===== config.mk =====
export PLATFORM = sky130hd
export DESIGN_NAME = ipd_header_and_crlf_framer
export DESIGN_NICKNAME = d
export VERILOG_FILES = /design/src/rtl/core/ihcf_pkg.sv /design/src/rtl/core/ihcf_cell.sv /design/src/rtl/core/ihcf_frame.sv /design/src/rtl/core/ipd_header_and_crlf_framer.sv
export SDC_FILE = /design/constraint.sdc
export NUM_CORES = 1
export LEC_CHECK = 0
export ABC_AREA = 1
export ABC_CLOCK_PERIOD_IN_PS = 1600
export BUFFER_PORTS_ARGS = -buffer_cell sky130_fd_sc_hd__buf_2
export CORE_MARGIN = 3
export CORE_UTILIZATION = 51
export DETAILED_ROUTE_END_ITERATION = 12
export MAX_ROUTING_LAYER = met4
export PLACE_DENSITY = 0.85
export SYNTH_ARGS = -nofsm -noshare
export SYNTH_HDL_FRONTEND = slang
export SYNTH_SLANG_ARGS = --single-unit

===== constraint.sdc =====
create_clock -name i_clk -period 1.6 [get_ports i_clk]
set_input_delay 0.32 -clock i_clk [delete_from_list [all_inputs] [get_ports i_clk]]
set_output_delay 0.32 -clock i_clk [all_outputs]
set_load 0.005 [all_outputs]

===== src/rtl/core/ihcf_pkg.sv =====
// ----------------------------------------------------------------------------
// ihcf_pkg
// Shared constants and types for the header and CR LF framer.
// ----------------------------------------------------------------------------
package ihcf_pkg;

    localparam int unsigned WIN_BYTES = 8;
    localparam int unsigned HDR_LEN   = 5;
    localparam int unsigned MIN_LINE  = 2;
    localparam int unsigned IDX_W     = 6;

    localparam logic [7:0] CH_CR = 8'h0D;
    localparam logic [7:0] CH_LF = 8'h0A;

    // "+IPD,"
    localparam logic [7:0] HDR_PAT [HDR_LEN] = '{8'h2B, 8'h49, 8'h50, 8'h44, 8'h2C};

    typedef struct packed {
        logic header_hit;
        logic tail_crlf;
    } t_match;

    typedef struct packed {
        logic             frame_ok;
        logic             frame_full;
        logic [IDX_W-1:0] line_length;
        logic             header_seen;
        logic [IDX_W-1:0] write_index;
    } t_frame_res;

endpackage


===== src/rtl/core/ihcf_cell.sv =====
// ----------------------------------------------------------------------------
// ihcf_cell
// One byte of the receive window; loads its neighbour's byte on a shift.
// ----------------------------------------------------------------------------
module ihcf_cell (
    input  logic       i_clk,
    input  logic       i_rst_n,
    input  logic       i_shift,
    input  logic [7:0] i_byte,
    output logic [7:0] o_byte
);

    logic [7:0] r_byte;
    logic [7:0] n_byte;

    always_comb begin
        n_byte = i_shift ? i_byte : r_byte;
    end

    always_ff @(posedge i_clk) begin
        if (!i_rst_n) begin
            r_byte <= 8'd0;
        end else begin
            r_byte <= n_byte;
        end
    end

    assign o_byte = r_byte;

endmodule


===== src/rtl/core/ihcf_frame.sv =====
// ----------------------------------------------------------------------------
// ihcf_frame
// Frame position counter and header, line and full-frame decisions.
// ----------------------------------------------------------------------------
module ihcf_frame #(
    parameter int unsigned FRAME_BYTES = 64
) (
    input  logic                i_clk,
    input  logic                i_rst_n,
    input  logic                i_advance,
    input  ihcf_pkg::t_match    i_match,
    output ihcf_pkg::t_frame_res o_res
);
    import ihcf_pkg::*;

    localparam int unsigned PW = $clog2(FRAME_BYTES);
    localparam int unsigned CW = PW + 1;

    logic [PW-1:0]      r_pos;
    logic [PW-1:0]      n_pos;
    logic [CW-1:0]      w_next;
    logic               w_hdr;
    logic               w_line;
    logic               w_full;
    logic [PW+IDX_W-1:0] w_wi_ext;
    logic [PW+IDX_W-1:0] w_len_ext;

    always_comb begin
        w_next = {1'b0, r_pos} + CW'(1);
        w_hdr  = i_match.header_hit && (w_next >= CW'(WIN_BYTES));
        // a header restarts the frame, so the line and full checks see nothing
        w_line = !w_hdr && i_match.tail_crlf && (w_next >= CW'(MIN_LINE))
                 && (w_next < CW'(FRAME_BYTES));
        w_full = !w_hdr && (w_next == CW'(FRAME_BYTES));

        if (w_hdr || w_line || w_full) begin
            n_pos = '0;
        end else begin
            n_pos = w_next[PW-1:0];
        end

        w_wi_ext  = {{IDX_W{1'b0}}, r_pos};
        w_len_ext = w_line ? {{IDX_W{1'b0}}, w_next[PW-1:0]} : '0;

        o_res.write_index = w_wi_ext[IDX_W-1:0];
        o_res.header_seen = w_hdr;
        o_res.line_length = w_len_ext[IDX_W-1:0];
        o_res.frame_full  = w_full;
        o_res.frame_ok    = w_full && i_match.tail_crlf;
    end

    always_ff @(posedge i_clk) begin
        if (!i_rst_n) begin
            r_pos <= '0;
        end else if (i_advance) begin
            r_pos <= n_pos;
        end
    end

endmodule


===== src/rtl/core/ipd_header_and_crlf_framer.sv =====
// ----------------------------------------------------------------------------
// ipd_header_and_crlf_framer
// Frames received bytes on "+IPD," headers, CR LF line ends and full frames.
// ----------------------------------------------------------------------------
// One byte beat is taken every clock cycle while the output can drain; its
// result beat appears in the next cycle from a single output register, and a
// new input beat is taken whenever that register is empty or being drained in
// the same cycle. The last eight captured bytes sit in a row of eight byte
// cells that shift once per captured beat, and header and CR LF checks look
// at that row plus the incoming byte, so the frame position counter is the
// only loop. capture_enable is written through the cfg channel, always ready.
// ----------------------------------------------------------------------------
module ipd_header_and_crlf_framer #(
    parameter int unsigned FRAME_BYTES = 64
) (
    input  logic        i_clk,
    input  logic        i_rst_n,
    // configuration: capture_enable
    input  logic        i_cfg_valid,
    output logic        o_cfg_ready,
    input  logic        i_cfg_data,
    // input stream
    input  logic        s_axis_tvalid,
    output logic        s_axis_tready,
    input  logic [7:0]  s_axis_tdata,   // [7:0] rx_byte
    // result stream
    output logic        m_axis_tvalid,
    input  logic        m_axis_tready,
    output logic [23:0] m_axis_tdata,   // [7:0] data_byte, [13:8] write_index,
                                        // [14] header_seen, [20:15] line_length,
                                        // [21] frame_full, [22] frame_ok, [23] zero
    output logic        m_axis_tuser    // [0] captured
);
    import ihcf_pkg::*;

    logic        r_cap;
    logic        r_valid;
    logic [23:0] r_data;
    logic        r_user;
    logic [23:0] n_data;

    logic        w_in_acc;
    logic        w_shift;
    logic [7:0]  w_win [WIN_BYTES];
    logic [HDR_LEN-1:0] w_hdr_eq;
    t_match      w_match;
    t_frame_res  w_res;

    assign s_axis_tready = !r_valid || m_axis_tready;
    assign w_in_acc      = s_axis_tvalid && s_axis_tready;
    assign w_shift       = w_in_acc && r_cap;
    assign o_cfg_ready   = 1'b1;

    genvar g;
    generate
        for (g = 0; g < WIN_BYTES; g++) begin : g_cell
            if (g == WIN_BYTES - 1) begin : g_tail
                ihcf_cell u_cell (
                    .i_clk   (i_clk),
                    .i_rst_n (i_rst_n),
                    .i_shift (w_shift),
                    .i_byte  (s_axis_tdata),
                    .o_byte  (w_win[g])
                );
            end else begin : g_body
                ihcf_cell u_cell (
                    .i_clk   (i_clk),
                    .i_rst_n (i_rst_n),
                    .i_shift (w_shift),
                    .i_byte  (w_win[g+1]),
                    .o_byte  (w_win[g])
                );
            end
        end
    endgenerate

    // compare the window as it stands after this beat's shift
    always_comb begin
        for (int k = 0; k < HDR_LEN; k++) begin
            w_hdr_eq[k] = (w_win[k+1] == HDR_PAT[k]);
        end
        w_match.header_hit = &w_hdr_eq;
        w_match.tail_crlf  = (w_win[WIN_BYTES-1] == CH_CR) && (s_axis_tdata == CH_LF);
    end

    ihcf_frame #(
        .FRAME_BYTES (FRAME_BYTES)
    ) u_frame (
        .i_clk     (i_clk),
        .i_rst_n   (i_rst_n),
        .i_advance (w_shift),
        .i_match   (w_match),
        .o_res     (w_res)
    );

    always_comb begin
        n_data = {1'b0, 23'd0};
        n_data[7:0] = s_axis_tdata;
        if (r_cap) begin
            n_data[13:8]  = w_res.write_index;
            n_data[14]    = w_res.header_seen;
            n_data[20:15] = w_res.line_length;
            n_data[21]    = w_res.frame_full;
            n_data[22]    = w_res.frame_ok;
        end
    end

    always_ff @(posedge i_clk) begin
        if (!i_rst_n) begin
            r_cap   <= 1'b0;
            r_valid <= 1'b0;
        end else begin
            if (i_cfg_valid) begin
                r_cap <= i_cfg_data;
            end
            if (w_in_acc) begin
                r_valid <= 1'b1;
            end else if (m_axis_tready) begin
                r_valid <= 1'b0;
            end
        end
    end

    always_ff @(posedge i_clk) begin
        if (w_in_acc) begin
            r_data <= n_data;
            r_user <= r_cap;
        end
    end

    assign m_axis_tvalid = r_valid;
    assign m_axis_tdata  = r_data;
    assign m_axis_tuser  = r_user;

endmodule


==> out/qor.txt, run 1 <==
status: finished with violations
failing checks: negative setup slack
Arr. time, crit path: 1830 ps
Worst R2R Start: u_frame.r_pos[1]
Total Nets Final: 466
H-tree depth: 3
die height: 88.33 µm
Syn Area/Cell: 8.494 µm²
TritonRoute pass-1 iters: 4
Overall Global Routing Usage: 0.1865
number of CTS-inserted buffers: 9
DP Wirelength: 4324 µm
most common cell in the netlist: nor2_1
clock skew: 15.84 ps
CTS sink count: 88
register area share after synthesis: 0.5791
Max Buffers Root-to-Sink: 2
layout cell share with drive strength beyond 1: 0.2220
Post-synth ARST share: 0
Crit Path Class: reg -> reg
area leader, netlist: dfxtp_1
Post-synth top flop: dfxtp_1
Final setup violation count: 3
starting density of the core: 0.5353
Synth top area share: 0.3706
Cells after Synth: 407
synth cell count leaders: nor2_1 (115), dfxtp_1 (64), o21ai_0 (62), inv_1 (29), a21oi_1 (27)
core footprint: 6459 µm²
CP Cell Sequence: ha_4 > nand2_1 > inv_1 > nand3_1 > inv_1 > nand4_2 > nor3_1
Final Hold Vio Count: 0
Post-synth EDFFs: 24
Mapped Nets: 423
Vias: 2,813
vias in the first global route: 2,546
fmax: 612.9 MHz
largest net degree at the start of global routing: 64
crit start category: register
Post-route DRC: 0
CP dominant cell by count: inv_1
area delta synth->final: 19.58%
die area: 7802 µm²
post-layout util: 0.6401
I/O Pins: 42
Mapped Area: 3457 µm²
TritonCTS clock tree: yes
Final Cycle Share: 1.020
Max-Cap Viols: 0
Worst VDD drop: 0.0004575 V
Hold Path Depth: 1
leakage: 1.816 nW
number of core rows: 29
total power draw: 4.458 mW
Detail Route Antenna Nets: 0
fin crit period: 1632 ps
crit-path max FO: 8
Avg WL per Cell: 13.01 µm
CP peak stage delay: 380 ps
Worst Hold Class: in -> reg
Worst-path clk slew: 90 ps
1st-iter DRT viols: 148
I/O Buffers: 39
GR Overflow Total: 0
drt total wl: 6922 µm
first-pass GRT wire length: 11,030 µm
hold_buf cts: 0
hold_sp: s_axis_tdata[7]
routed vias/inst: 5.288
initial antenna violation count: 0
Worst R2R Setup Slack: -30 ps
GPL Wtd Cong: 0.9464
hold path endpoint: m_axis_tdata[7]
RR Endpoint: m_axis_tdata[22]
CTS root buf: clkbuf_8
synth top area cells: dfxtp_1 (37%), edfxtp_1 (21%), nor2_1 (12%)
Power Density: 1078 nW/µm²
element type at the critical path end: register
Netlist cell types: 25
Required @ worst endpoint: 1800 ps
yosys warns: 0
Max Slew Vio Count: 0
ant diodes: 0
Clock Latency Late Sink: 360 ps
RSZ-0062 raised after global routing: true
Yosys reg bits: 88
R2R cell count: 7
Final Worst Setup Slack: -31.71 ps
slowest cell on the critical path: dfxtp_2
Chip Width: 88.33 µm
## cell usage in the layout, fill, tap and decap left out, types with 2 or more instances in the layout
cell type,Yosys,routed
o21ai_0,62,62
a21oi_1,27,22
dfxtp_2,0,4
nand3_1,11,9
nand2_4,1,4
dfxtp_1,64,60
nand2_2,3,4
nor2_4,2,3
inv_6,0,2
buf_12,0,4
clkbuf_8,0,9
nand2_1,23,19
inv_2,2,2
edfxtp_1,24,24
nor2_2,0,3
nor2_1,115,111
conb_1,2,2
buf_6,0,2
nand4_1,11,11
buf_2,2,39
inv_1,29,29
buf_4,3,9
bufinv_16,0,2
nand3_2,2,3
a21oi_2,0,5
## stage by stage
stage	worst slack (ps)	cell area [µm²]	hold slack, ps	setup TNS [ps]	cells
5_1_grt	-146.0	4134	148.6	-1205	532
2_1_floorplan	12.32	3457	402.9	0	407
3_3_place_gp	75.21	3762	439.9	0	509
3_5_place_dp	-28.54	3762	451.8	-36.83	509
4_1_cts	9.525	4004	147.3	0	527
6_report	-31.71	4134	161.5	-36.69	532
## state kept, by name (all words and copies together), names as in the netlist
name,cells
m_axis_tdata,23
g_cell.g_body.u_cell.o_byte,48
m_axis_tuser,1
r_cap,1
g_cell.g_tail.u_cell.o_byte,8
u_frame.r_pos,6
m_axis_tvalid,1
## routing by layer
layer	GRT usage	part of all wire	routed length, µm
met1	0.2173	0.45	3097
met2	0.2937	0.47	3282
met3	0.04749	0.054	373
met4	0.1030	0.025	170
met5	-	0	0
## power by group
group	leakage, nW	internal (mW)	switching, mW	total [mW]
combinational	0.947	0.132	0.201	0.333
sequential	0.762	2.39	0.0557	2.44
clock	0.107	0.888	0.792	1.68
total	1.82	3.41	1.05	4.46
## worst max-delay path, delay by kind of cell (launching register included)
family / cells / cell delay, ps
DFF: 1 / 380
buffers and inverters: 2 / 260
adders and majority gates: 1 / 160
and+or+nand+nor: 4 / 670
## cell families after synthesis
group | after synthesis | synth area share
compound gates | 90 | 0.1310
simple gates | 171 | 0.2179
flops | 88 | 0.5791
fa+ha+maj | 2 | 0.007237
other cells | 2 | 0.002172
buf+inv | 54 | 0.06261
## worst max-delay path by stage
stage	start	endpoint	slack, ps	depth (start not counted)
floorplan	u_frame.r_pos[0]	m_axis_tdata[18]	10	9
global placement	u_frame.r_pos[0]	u_frame.r_pos[4]	80	9
detailed placement	s_axis_tdata[2]	m_axis_tdata[19]	-30	8
CTS	u_frame.r_pos[0]	m_axis_tdata[18]	10	9
global route	u_frame.r_pos[1]	m_axis_tdata[22]	-150	7
finish	u_frame.r_pos[1]	m_axis_tdata[22]	-30	7
## timing repair
action	CTS	global route
pin swaps	1	8
buffers inserted	2	5
endpoints found under the setup margin	2	13
resized for setup	3	25
## cell type report
class,count,area [µm²]
well taps,77,96.34
clock buffers,10,127.6
clock inverters,6,90.09
repair buffers,54,365.4
flip-flops and latches,88,2007
inverters,32,120.1
multi-input cells,265,1328
fillers,519,2325
Note: power is estimated with default switching activity, not from simulation.
==> run 2: changes to the inputs <==
Settings changed: CORE_UTILIZATION 51 to 54, CTS_BUF_LIST set to sky130_fd_sc_hd__clkbuf_8, PLACE_DENSITY 0.85 to 0.89.
==> run 2 against run 1 <==
The flow now finishes without violations. Worst hold slack hardly changed. Sequential power hardly changed. Sequential share of layout area grew 0.63 points. Final area shrank 1.1%. Utilization up 3.4 points. Global-route usage rose by 2.5 points. Flip-flop and latch count unchanged. Final cell count shrank 0.56%. Non-clock buffer count fell by 1. Worst setup slack improved by 59 ps. Via count rose by 1.7%.
==> out/qor.txt, run 2 (synthesis results as in run 1) <==
Detail Route Antenna Nets: 0 (unchanged)
Worst Hold Class: in -> reg
Arr. time, crit path: 1700 ps (-130 ps)
Clock Latency Late Sink: 360 ps (about the same)
leakage: 1.813 nW (-0.18%)
GR Overflow Total: 0 (unchanged)
Chip Width: 86.01 µm (-2.6%)
initial antenna violation count: 0 (unchanged)
ant diodes: 0 (unchanged)
Final setup violation count: 0 (-3)
area delta synth->final: 18.20%
Max-Cap Viols: 0 (unchanged)
R2R cell count: 6 (-1)
vias in the first global route: 2,682 (+5.3%)
layout cell share with drive strength beyond 1: 0.2159 (-0.006119)
number of CTS-inserted buffers: 9 (unchanged)
routed vias/inst: 5.408 (+2.3%)
core footprint: 6061 µm² (-6.2%)
die area: 7398 µm² (-5.2%)
CTS root buf: clkbuf_8
commonest non-fill, non-tap cell in the layout: nor2_1
commonest cells after routing, fill and taps aside: nor2_1 (111), o21ai_0 (62), dfxtp_1 (60)
Final Cycle Share: 0.9832 (-0.03662)
Post-Layout Cell Count: 529 (-0.56%)
placed cells: 512 (+0.59%)
largest net degree at the start of global routing: 64 (unchanged)
Worst-path clk slew: 90 ps (about the same)
TritonCTS clock tree: yes
die height: 86.01 µm (-2.6%)
I/O Pins: 42 (unchanged)
CP endpoint: m_axis_tdata[15]
Worst R2R Start: u_frame.r_pos[0]
first-pass GRT wire length: 12,140 µm (+10%)
CP Launch Point: u_frame.r_pos[0]
TritonRoute pass-1 iters: 5 (+1)
number of core rows: 28 (-3.4%)
GPL Wtd Cong: 0.8661 (-8.5%)
1st-iter DRT viols: 190 (+28%)
crit-path max FO: 8 (unchanged)
fin crit period: 1573 ps (-58.59 ps)
Post-route DRC: 0 (unchanged)
Required @ worst endpoint: 1730 ps (-70 ps)
DP Wirelength: 4872 µm (+13%)
element type at the critical path end: register
clock skew: 11.17 ps (-4.675 ps)
Max Slew Vio Count: 0 (unchanged)
CTS sink count: 88 (unchanged)
worst hold slack: 161.9 ps (+0.3530 ps)
crit start category: register
starting density of the core: 0.5704 (+0.03514)
Avg WL per Cell: 13.82 µm (+6.2%)
I/O Buffers: 39 (unchanged)
setup_tns: 0 ps (+36.69 ps)
H-tree depth: 3 (unchanged)
fmax: 635.7 MHz (+3.7%)
max reg flops: 48 (unchanged)
Power Density: 1091 nW/µm² (+1.1%)
Overall Global Routing Usage: 0.2116 (+0.02512)
status: finished clean
Worst VDD drop: 0.0007059 V (+54%)
Final Hold Vio Count: 0 (unchanged)
Vias: 2,861 (+1.7%)
Worst R2R Setup Slack: 30 ps (+60 ps)
Max Buffers Root-to-Sink: 2 (unchanged)
Crit Path Class: reg -> reg
RSZ-0062 raised after global routing: true
RR Endpoint: m_axis_tdata[15]
Total Nets Final: 465 (-0.21%)
drt total wl: 7309 µm (+5.6%)
post-placement cell area: 3772 µm² (+0.27%)
Final Cell Area: 4086 µm² (-1.1%)
-- run 2: final cells by class --
class / count / area, µm²
repair buffers: 53 / 332.8
multi-input cells: 265 / 1313
well taps: 75 / 93.84
flip-flops and latches: 88 / 2009
fillers: 437 / 1974
inverters: 32 / 120.1
clock inverters: 7 / 93.84
clock buffers: 9 / 123.9
-- run 2: repair_timing --
item / 4_1_cts / 5_1_grt
hold buffers: 0 / 0
pin swaps: 3 / 5
setup endpoints to repair: 4 / 13
setup buffers: 0 / 1
resized for setup: 5 / 20
-- run 2: layer usage --
metal / vias up / track usage / wire (µm)
met3: 9 / 0.04131 / 403
met5: - / - / 0
met1: 1337 / 0.2523 / 3185
met2: 105 / 0.3455 / 3615
li1: 1410 / - / -
met4: 0 / 0.09640 / 106
-- run 2: critical path, stage by stage (launching register included) --
cell and delay (ps):
dfxtp_2 340, buf_6 140, ha_1 330, nor2_2 190, nand3_4 120, nand4_4 160
nor2_1 60
-- run 2: worst min-delay path by stage --
stage	start	cells after the start	end
5_1_grt	s_axis_tdata[4]	1	m_axis_tdata[4]
3_5_place_dp	g_cell[1].g_body.u_cell.o_byte[4]	2	g_cell[1].g_body.u_cell.o_byte[4]
4_1_cts	s_axis_tdata[4]	1	m_axis_tdata[4]
3_3_place_gp	g_cell[1].g_body.u_cell.o_byte[7]	2	g_cell[1].g_body.u_cell.o_byte[7]
6_report	s_axis_tdata[4]	1	m_axis_tdata[4]
2_1_floorplan	r_cap	0	m_axis_tuser
-- run 2: power breakdown --
part / switching (mW) / internal [mW]
logic: 0.208 / 0.130
registers: 0.0571 / 2.39
clock network: 0.793 / 0.882
total: 1.06 / 3.40
-- run 2: per-stage QoR --
stage | setup slack, ps | utilization | power [mW]
5_1_grt | -88.72 | 0.6742 | 4.628
4_1_cts | 4.763 | 0.6604 | 4.455
6_report | 26.88 | 0.6742 | 4.457
3_5_place_dp | -1.435 | 0.6224 | 2.809
2_1_floorplan | 12.32 | - | 2.678
3_3_place_gp | 39.03 | 0.6224 | 2.793
